**src/cfir_pkg.sv**
```systemverilog
`default_nettype none

package cfir_pkg;

	localparam int SAMPLE_W    = 16;
	localparam int PROD_W      = 2 * SAMPLE_W;
	localparam int GAIN_W      = 16;
	localparam int INDEX_W     = 6;
	localparam int ROUND_SHIFT = 23;
	localparam int GAIN_LO_W   = 20;

	localparam logic [GAIN_W-1:0] GAIN_RESET = 16'd256;

	localparam logic KIND_SAMPLE = 1'b0;
	localparam logic KIND_COEFF  = 1'b1;

	typedef enum logic {
		ST_IDLE,
		ST_CALC
	} cfir_state_t;

	typedef struct packed {
		logic                       kind;
		logic signed [SAMPLE_W-1:0] sample_i;
		logic signed [SAMPLE_W-1:0] sample_q;
		logic        [INDEX_W-1:0]  coeff_index;
		logic signed [SAMPLE_W-1:0] coeff_value;
	} cfir_in_word_t;

	typedef struct packed {
		logic signed [SAMPLE_W-1:0] out_i;
		logic signed [SAMPLE_W-1:0] out_q;
		logic                       saturated;
	} cfir_out_word_t;

	typedef struct packed {
		logic signed [SAMPLE_W-1:0] i;
		logic signed [SAMPLE_W-1:0] q;
	} cfir_cplx_t;

	typedef struct packed {
		logic                       shift;
		logic                       wr;
		logic signed [SAMPLE_W-1:0] coeff;
	} cfir_cell_ctl_t;

endpackage

`default_nettype wire

```
**src/cfir_cell.sv**
```systemverilog
`default_nettype none

module cfir_cell #(
	parameter int ACC_W = 38
) (
	input  wire                         clk,
	input  wire                         arst_n,
	input  wire  cfir_pkg::cfir_cell_ctl_t ctl,
	input  wire  cfir_pkg::cfir_cplx_t  x_in,
	output cfir_pkg::cfir_cplx_t        x_out,
	input  wire  signed [ACC_W-1:0]     psum_i_in,
	input  wire  signed [ACC_W-1:0]     psum_q_in,
	output logic signed [ACC_W-1:0]     psum_i_out,
	output logic signed [ACC_W-1:0]     psum_q_out
);

	cfir_pkg::cfir_cplx_t                       x_q;
	logic signed [cfir_pkg::SAMPLE_W-1:0]       w_q;
	logic signed [cfir_pkg::PROD_W-1:0]         prod_i_s1;
	logic signed [cfir_pkg::PROD_W-1:0]         prod_q_s1;
	logic signed [ACC_W-1:0]                    psum_i_q;
	logic signed [ACC_W-1:0]                    psum_q_q;

	always_ff @(posedge clk or negedge arst_n) begin
		if (!arst_n) begin
			x_q <= '0;
			w_q <= '0;
		end else begin
			if (ctl.shift) begin
				x_q <= x_in;
			end
			if (ctl.wr) begin
				w_q <= ctl.coeff;
			end
		end
	end

	always_ff @(posedge clk) begin
		prod_i_s1 <= x_q.i * w_q;
		prod_q_s1 <= x_q.q * w_q;
		psum_i_q  <= psum_i_in + ACC_W'(prod_i_s1);
		psum_q_q  <= psum_q_in + ACC_W'(prod_q_s1);
	end

	assign x_out      = x_q;
	assign psum_i_out = psum_i_q;
	assign psum_q_out = psum_q_q;

endmodule

`default_nettype wire

```
**config.mk**
```make
export PLATFORM = sky130hd
export DESIGN_NAME = cfir_cell
export DESIGN_NICKNAME = d
export VERILOG_FILES = /design/src/cfir_pkg.sv /design/src/cfir_cell.sv
export SDC_FILE = /design/constraint.sdc
export NUM_CORES = 2
export LEC_CHECK = 0
export ABC_AREA = 0
export BUFFER_PORTS_ARGS = -buffer_cell sky130_fd_sc_hd__buf_2
export CORE_ASPECT_RATIO = 0.9
export CORE_UTILIZATION = 45
export CTS_BUF_LIST = sky130_fd_sc_hd__clkbuf_8 sky130_fd_sc_hd__clkbuf_16
export CTS_CLUSTER_SIZE = 16
export DETAILED_ROUTE_END_ITERATION = 8
export PLACE_DENSITY = 0.65
export SETUP_SLACK_MARGIN = 0.3
export SLEW_MARGIN = 20
export SYNTH_ARGS = -nofsm -noshare
export SYNTH_HDL_FRONTEND = slang
export SYNTH_SLANG_ARGS = --single-unit
```
**constraint.sdc**
```tcl
create_clock -name clk -period 5.8 [get_ports clk]
set_input_delay 1.16 -clock clk [delete_from_list [all_inputs] [get_ports clk]]
set_output_delay 1.16 -clock clk [all_outputs]
set_load 0.02 [all_outputs]
```
==> flow_summary.json <==
{
  "status": "complete, but fails checks",
  "violations": "negative setup slack",
  "synth-xor-area-share": 0.04080,
  "cts-root-buf": "clkbuf_16",
  "stdcell_area_sq_um": 33930,
  "hold_class": "reg -> reg",
  "antenna_found_initial": 2,
  "crit_arrival_ps": 6270,
  "slew_headroom": 0.3132,
  "firstDrtPassIters": 5,
  "io_buffers": 235,
  "tightest_slew_ps": 1030,
  "cts_tree": "done",
  "fmax_mhz": 171.3,
  "timing.rr.end": "prod_i_s1[30]",
  "period_share": 1.007,
  "crit_path_max_fanout": 8,
  "crit_start": "w_q[5]",
  "cp.required_ps": 6240,
  "place_area_sq_um": 31410,
  "core_area_sq_um": 61230,
  "synth_compound_area_frac": 0.08236,
  "yosys.area_share.simple": 0.1365,
  "final_nets": 4282,
  "detail_route.iter0.violations": 1257,
  "die-area_sq_um": 63020,
  "ys_warn_count": 0,
  "clockBufferDepth": 2,
  "async_flop_share": 0.2553,
  "grt_pass1_wl_mm": 114.5,
  "clock_latency_ps": 520,
  "hpwlAfterDp_mm": 56.76,
  "synth_fa_ha_area_frac": 0.4840,
  "viasPerCell": 5.011,
  "num-fill-cells": 5428,
  "yosys_most_used_dff": "dfxtp_1",
  "hold_slack_ps": 449.3,
  "final_common_cell": "inv_1",
  "cts_max_level": 4,
  "grt_overflow_total": 0,
  "grt_pass1_vias": 21688,
  "whs_path_depth": 1,
  "drc_errors": 0,
  "rr_startpoint": "w_q[5]",
  "dieHeight_um": 238.3,
  "drive_gt1_frac": 0.2521,
  "finalWorstSetupSlack_ps": -38.33,
  "layout_common_cells": "inv_1, fa_1, nand2_1",
  "ys_ff_latch": 188,
  "syn-num-nets": 3840,
  "crit_end": "prod_i_s1[30]",
  "synth_edf_count": 0,
  "finalCoreUtilization": 0.5542,
  "wl_per_cell_um": 16.83,
  "rrSetupSlack_ps": -40,
  "initial_core_util": 0.4558,
  "grt.total_usage": 0.2321,
  "synth_cell_types": 66,
  "worstRegToRegCells": 23,
  "skew_ps": 27.79,
  "n_antenna_cell": 0,
  "gp_congestion": 0.9009,
  "grt_max_degree": 49,
  "drv_cap": 0,
  "synth.avg_cell_area_sq_um": 9.467,
  "area_growth_pct": 21.58,
  "syn-instance-count": 2948,
  "via_count": 21023,
  "hold_viol": 0,
  "setup_viol": 3,
  "dieWidth_um": 264.5,
  "muxShareOfSynthArea": 0.01896,
  "worstSetupStartpointType": "register",
  "synth_top_family_by_area": "adder cells",
  "routed_wl_mm": 70.60,
  "maxSlewViolCount": 0,
  "final_cells": 4195,
  "grt_setup_unrepaired": "yes",
  "clkTransAtPathRegs_ps": 90,
  "netlist_area_sq_um": 27910,
  "postCtsHoldBufs": 0,
  "ant_nets": 0,
  "place_inst": 4058,
  "cts_made_buffers": 17,
  "num_rows": 86,
  "period_minus_slack_ps": 5838,
  "cts_sinks": 188,
  "worstSetupPathType": "reg -> reg",
  "cp-end-kind": "register",
  "synth-seq-area-share": 0.1435,
  "ioPinCount": 236
}
-- cell usage after synthesis, drive strengths merged, types with 12 or more instances --
| cell | instances | area (sq um) |
|---|---|---|
| o21ai | 62 | 314.1 |
| a21oi | 117 | 589.3 |
| clkbuf | 92 | 345.3 |
| nand3 | 20 | 100.1 |
| and2 | 259 | 1620 |
| xnor2 | 102 | 893.4 |
| dfxtp | 140 | 2803 |
| inv | 601 | 2256 |
| o21a | 13 | 97.59 |
| nand4 | 13 | 81.33 |
| and3 | 16 | 100.1 |
| nand2 | 283 | 1062 |
| nand2b | 21 | 131.4 |
| o211ai | 12 | 95.09 |
| fa | 526 | 10530 |
| nor3 | 23 | 115.1 |
| o21bai | 18 | 135.1 |
| nor2 | 105 | 394.1 |
| dfrtp | 48 | 1201 |
| mux2 | 47 | 529.3 |
| a21o | 50 | 375.4 |
| xor2 | 28 | 245.2 |
| ha | 238 | 2978 |
-- stage by stage --
stage               TNS (ps)  setup slack, ps
floorplan                  0            121.8
global placement      -117.3           -37.76
detailed placement    -334.1           -101.4
CTS                   -44.85           -39.51
global route           -1594           -233.8
finish                -54.11           -38.33
-- worst min-delay path by stage --
stage                             from            end  slack, ps
after floorplan           prod_i_s1[0]  psum_i_out[0]        420
after global placement    prod_q_s1[0]  psum_q_out[0]        430
after detailed placement  prod_i_s1[0]  psum_i_out[0]        440
after CTS                 prod_i_s1[0]  psum_i_out[0]        460
after global routing      prod_q_s1[0]  psum_q_out[0]        470
final                     prod_i_s1[0]  psum_i_out[0]        450
-- cell type report --
type	count	area (sq um)	share of cell area
Clock buffer	18	450.4	0.01327
Clock inverter	14	170.2	0.005015
Inverter	602	2272	0.06696
Multi-Input combinational cell	2062	22200	0.6543
Sequential cell	188	4044	0.1192
Tap cell	792	991.0	0.02920
Timing Repair Buffer	519	3801	0.1120
-- critical path, stage by stage (launching register included) --
cell and delay [ps]:
dfrtp_2 500, buf_12 180, buf_6 110, and2_4 130, fa_1 520, inv_2 50, fa_2 540, fa_1 430
inv_2 80, fa_1 440, fa_1 510, inv_2 40, fa_1 480, inv_2 50, ha_4 220, buf_4 150
a21o_1 180, a21oi_2 210, o22ai_2 100, nor3_2 210, nor2_1 80, a211o_1 280, a21oi_2 150, xnor2_1 120
-- state kept, by name (all words and copies together) (netlist names) --
| register | cells |
|---|---|
| x_out | 32 |
| psum_i_out | 38 |
| w_q | 16 |
| prod_i_s1 | 32 |
| psum_q_out | 38 |
| prod_q_s1 | 32 |
-- routing by layer --
layer	global-route usage	share of wire	up-vias
met5	0	0	-
met1	0.3187	0.45	10467
met2	0.3859	0.48	492
met4	0.05990	0.019	0
li1	-	-	9984
met3	0.03261	0.050	80
-- repair_timing --
| action | CTS | global route |
|---|---|---|
| gates resized for setup | 91 | 177 |
| setup endpoints to repair | 30 | 35 |
| pin swaps | 29 | 110 |
| gates cloned | 1 | 3 |
| endpoints found under the hold margin | 0 | 0 |
| setup buffers | 51 | 50 |
-- cells by family after synthesis --
logic type,count (synthesis)
compound gates,352
xor+xnor,130
fa+ha+maj,764
buf+inv,698
flops,188
mux,47
simple gates,769
Power is not shown: default switching activity piles up to over one toggle a cycle in this logic, so the estimate is an artifact.
