File: config.mk
export PLATFORM = sky130hd
export DESIGN_NAME = cfir_finish
export DESIGN_NICKNAME = d
export VERILOG_FILES = /design/src/cfir_pkg.sv /design/src/cfir_finish.sv
export SDC_FILE = /design/constraint.sdc
export NUM_CORES = 2
export LEC_CHECK = 0
export BUFFER_PORTS_ARGS = -buffer_cell sky130_fd_sc_hd__buf_2
export CORE_MARGIN = 1.5
export CORE_UTILIZATION = 40
export DETAILED_ROUTE_END_ITERATION = 16
export PLACE_DENSITY = 0.6
export SLEW_MARGIN = 20
export SYNTH_ARGS = -nofsm -noshare
export SYNTH_HDL_FRONTEND = slang
export SYNTH_SLANG_ARGS = --single-unit
File: constraint.sdc
create_clock -name clk -period 7.9 [get_ports clk]
set_clock_uncertainty 0.2 [all_clocks]
set_input_delay 0.79 -clock clk [delete_from_list [all_inputs] [get_ports clk]]
set_output_delay 0.79 -clock clk [all_outputs]
set_load 0.02 [all_outputs]
File: src/cfir_pkg.sv
`default_nettype none

package cfir_pkg;

	localparam int SAMPLE_W    = 16;
	localparam int PROD_W      = 2 * SAMPLE_W;
	localparam int GAIN_W      = 16;
	localparam int INDEX_W     = 6;
	localparam int ROUND_SHIFT = 23;
	localparam int GAIN_LO_W   = 20;

	localparam logic [GAIN_W-1:0] GAIN_RESET = 16'd256;

	localparam logic KIND_SAMPLE = 1'b0;
	localparam logic KIND_COEFF  = 1'b1;

	typedef enum logic {
		ST_IDLE,
		ST_CALC
	} cfir_state_t;

	typedef struct packed {
		logic                       kind;
		logic signed [SAMPLE_W-1:0] sample_i;
		logic signed [SAMPLE_W-1:0] sample_q;
		logic        [INDEX_W-1:0]  coeff_index;
		logic signed [SAMPLE_W-1:0] coeff_value;
	} cfir_in_word_t;

	typedef struct packed {
		logic signed [SAMPLE_W-1:0] out_i;
		logic signed [SAMPLE_W-1:0] out_q;
		logic                       saturated;
	} cfir_out_word_t;

	typedef struct packed {
		logic signed [SAMPLE_W-1:0] i;
		logic signed [SAMPLE_W-1:0] q;
	} cfir_cplx_t;

	typedef struct packed {
		logic                       shift;
		logic                       wr;
		logic signed [SAMPLE_W-1:0] coeff;
	} cfir_cell_ctl_t;

endpackage

`default_nettype wire

File: src/cfir_finish.sv
`default_nettype none

module cfir_finish #(
	parameter int ACC_W = 38
) (
	input  wire                                    clk,
	input  wire  signed [ACC_W-1:0]                acc,
	input  wire         [cfir_pkg::GAIN_W-1:0]     gain,
	output logic signed [cfir_pkg::SAMPLE_W-1:0]   value,
	output logic                                   clip
);

	localparam int LO_W = cfir_pkg::GAIN_LO_W;
	localparam int HI_W = ACC_W - LO_W;
	localparam int SC_W = ACC_W + cfir_pkg::GAIN_W + 1;
	localparam int Q_W  = SC_W - cfir_pkg::ROUND_SHIFT;

	localparam logic signed [SC_W-1:0] RND  = SC_W'(1) <<< (cfir_pkg::ROUND_SHIFT - 1);
	localparam logic signed [Q_W-1:0]  QMAX = Q_W'(32767);
	localparam logic signed [Q_W-1:0]  QMIN = Q_W'(-32768);

	logic        [LO_W+cfir_pkg::GAIN_W-1:0]   p_lo_s1;
	logic signed [HI_W+cfir_pkg::GAIN_W:0]     p_hi_s1;
	logic signed [SC_W-1:0]                    sum_s2;
	logic signed [Q_W-1:0]                     q_val;
	logic signed [cfir_pkg::SAMPLE_W-1:0]      value_s3;
	logic                                      clip_s3;

	assign q_val = Q_W'(sum_s2 >>> cfir_pkg::ROUND_SHIFT);

	always_ff @(posedge clk) begin
		p_lo_s1 <= acc[LO_W-1:0] * gain;
		p_hi_s1 <= $signed(acc[ACC_W-1:LO_W]) * $signed({1'b0, gain});
		sum_s2  <= (SC_W'(p_hi_s1) <<< LO_W)
			+ $signed({{(SC_W-LO_W-cfir_pkg::GAIN_W){1'b0}}, p_lo_s1}) + RND;
		if (q_val > QMAX) begin
			value_s3 <= 16'sh7FFF;
			clip_s3  <= 1'b1;
		end else if (q_val < QMIN) begin
			value_s3 <= -16'sh8000;
			clip_s3  <= 1'b1;
		end else begin
			value_s3 <= q_val[cfir_pkg::SAMPLE_W-1:0];
			clip_s3  <= 1'b0;
		end
	end

	assign value = value_s3;
	assign clip  = clip_s3;

endmodule

`default_nettype wire

==> flow_summary_export.csv <==
group,metric,value,unit
outcome,status,"complete, no violations",
die,die_w,249,µm
layout,syn2layout_area_growth,6.17,%
die,core-area,0.0601,mm²
clocking,cts.sinks,100,
clocking,cts_setup_buffers,0,
die,initial_core_util,0.404,
timing,fin_crit_sh,0.902,
critical_path,critPathRequiredTime,8.01,ns
yosys,synth_fp_nets,3484,
timing,fin_crit,7.13,ns
clocking,ctsRootBufferMaster,"clkbuf_16",
timing,fmax,0.140,GHz
layout,final_nets,3485,
yosys,async_flop_share,0,
yosys,ys.flop_type,"dfxtp_1",
timing,rsz0062_at_grt,"false",
yosys,ys_ff_latch,100,
clocking,cts_inserted_buffers,9,
global_route,antenna_found_initial,3,
global_route,grt_max_degree,34,
layout,drive_above_1_share,0.0517,
global_route,grt_usage,0.199,
placed_design,place_congestion,0.866,
yosys,synthCells,2663,
yosys,synth.distinct_cells,60,
timing,setup-tns-final,0,ns
placed_design,detailed_place_hpwl,47.6,mm
yosys,ys_warn_count,0,
global_route,grt_first_pass_wirelength,98.7,mm
timing,tightestPinTransition,1.01,ns
timing,hold_violations,0,
die,dieArea,0.0622,mm²
clocking,cts_resized,0,
routing,drc,0,
timing,drv_slew,0,
critical_path,cp-end-kind,"flip-flop",
critical_path,critPathKind,"in2reg",
routing,via_per_inst,4.99,
yosys,synthesis.area,0.0243,mm²
global_route,gr-total-overflow,0,
critical_path,worstPathArrival,7.24,ns
timing,setup_viol,0,
timing,hold_ws,0.229,ns
die,die_y,249,µm
clocking,clk_latency,0.39,ns
clocking,clk_path_buf_depth,2,
yosys,synth_edf_count,0,
die,ios,72,
routing,antenna_left,0,
clocking,cts_tree,"done",
routing,drtIter0Drc,964,
hold_path,hp-class,"reg2reg",
yosys,synth_area_per_cell,9.12,µm²
critical_path,crit_fanout,18,
routing,wirelength,57.8,mm
routing,avgRoutedWirePerCell,16.7,µm
global_route,grt_pass1_vias,19400,
die,num_rows,90,
routing,first_pass_iters,5,
clocking,hold_buffers,0,
clocking,htreeDepth,3,
yosys,ys_seq_area_frac,0.0825,
critical_path,start_kind,"primary input",
routing,vias,17200,
clocking,path_clk_slew,0.08,ns
timing,slew_headroom,0.328,
placed_design,numPortBuffers,71,
job,drv_cap,0,
worst paths after layout:
path | startpoint | end | slack, ns | cells past startpoint
worst max-delay path | gain[10] | p_hi_s1[34]$_DFF_P_ | 0.77 | 24
worst min-delay path | p_hi_s1[34]$_DFF_P_ | sum_s2[54]$_DFF_P_ | 0.23 | 1
worst max register to register | p_lo_s1[22]$_DFF_P_ | sum_s2[54]$_DFF_P_ | 4.32 | 13
worst min register to register | p_hi_s1[34]$_DFF_P_ | sum_s2[54]$_DFF_P_ | 0.23 | 1
metal layers:
| layer | track usage | vias up | share of wire |
|---|---|---|---|
| met5 | 0 | - | 0.00017 |
| li1 | - | 7831 | - |
| met3 | 0.0298 | 63 | 0.060 |
| met2 | 0.336 | 526 | 0.47 |
| met4 | 0.0439 | 2 | 0.014 |
| met1 | 0.271 | 8810 | 0.45 |
cells in the mapped netlist (all sizes together), types with 2 or more instances:
library cell / n / share of area
a211o: 3 / 0.0011
nor2b: 7 / 0.0018
or3: 4 / 0.0010
ha: 224 / 0.12
nand4b: 2 / 0.00072
nand2b: 8 / 0.0021
a211oi: 7 / 0.0024
nor3: 18 / 0.0039
o2111ai: 7 / 0.0028
o21ai: 23 / 0.0047
nand2: 369 / 0.057
a2111oi: 4 / 0.0030
fa: 542 / 0.45
a21oi: 46 / 0.0098
a21o: 14 / 0.0043
o221ai: 4 / 0.0014
buf: 6 / 0.0012
and2: 273 / 0.070
nor4: 4 / 0.0010
a31o: 2 / 0.00072
o211ai: 6 / 0.0021
dfxtp: 100 / 0.082
o21a: 24 / 0.0074
a221oi: 3 / 0.0011
nor2: 34 / 0.0053
clkbuf: 107 / 0.017
nand4: 16 / 0.0041
a41o: 2 / 0.00082
or2: 2 / 0.00052
and3: 6 / 0.0015
xnor2: 56 / 0.020
o31ai: 7 / 0.0026
nand3: 25 / 0.0052
xor2: 20 / 0.0072
o21bai: 5 / 0.0015
inv: 662 / 0.10
a31oi: 7 / 0.0023
nand3b: 2 / 0.00062
cell usage in the layout (no fill, tap or decap), types with 5 or more instances in the layout:
cell	count
fa_1	542
and2_1	273
nand4_1	16
nor2_1	34
o21bai_1	5
nand2b_1	8
nand2_1	369
clkbuf_16	9
xnor2_1	56
and3_1	6
buf_2	71
nor2b_1	7
nand3_1	25
dfxtp_1	100
a211oi_1	6
o31ai_1	5
o21a_1	24
o21ai_0	22
a21oi_1	44
o2111ai_1	6
a21o_1	14
nor3_1	17
ha_1	224
buf_4	30
xor2_1	20
a31oi_1	5
inv_1	662
o211ai_1	5
cells by family (layout without fill, tap and decap cells):
logic type                 Yosys count  in the layout  share of synthesized area
adders and majority gates          766            766                      0.562
DFF                                100            100                     0.0825
xor gates and xnor gates            76             76                     0.0274
and+or+nand+nor                    774            774                      0.157
other                                0              1                          0
AOI/OAI and AO/OA                  172            172                     0.0511
buffers and inverters              775            781                      0.120
through the flow:
stage	instances	instance area (µm²)	worst slack, ns	util
3_3_place_gp	3435	25500	0.450	0.423
4_1_cts	3451	25800	0.794	0.429
2_1_floorplan	2663	24300	1.02	-
5_1_grt	3451	25800	0.355	0.429
6_report	3452	25800	0.771	0.429
3_5_place_dp	3435	25500	0.405	0.423
critical path, cell delays in order:
cell and delay (ns):
buf_2 0.45, buf_4 0.26, nand2_1 0.08, fa_1 0.50, inv_1 0.05, fa_1 0.50
inv_1 0.05, fa_1 0.47, inv_1 0.05, fa_1 0.50, fa_1 0.54, inv_1 0.05
fa_1 0.52, inv_1 0.04, ha_1 0.39, a21o_1 0.19, a21o_1 0.19, a21oi_1 0.29
o221ai_1 0.20, o2111ai_1 0.32, a31oi_2 0.19, a211o_1 0.29, a21oi_1 0.17, xnor2_1 0.13
sequential cells by signal, summed over array words and instances (netlist names):
name and flops:
p_hi_s1 35, value 16, p_lo_s1 16, sum_s2 32, clip 1
final cells by class:
| cell class | count | area [µm²] |
|---|---|---|
| Clock inverter | 7 | 86.3 |
| Fill cell | 5970 | 34400 |
| Tap cell | 782 | 978 |
| Multi-Input combinational cell | 1788 | 19400 |
| Clock buffer | 9 | 225 |
| Inverter | 662 | 2480 |
| Timing Repair Buffer | 103 | 621 |
| Antenna cell | 1 | 2.50 |
| Sequential cell | 100 | 2000 |
Power is left out: the tool's default activity adds up to more than one toggle a clock period on the data nets, which glitch-free logic cannot reach.
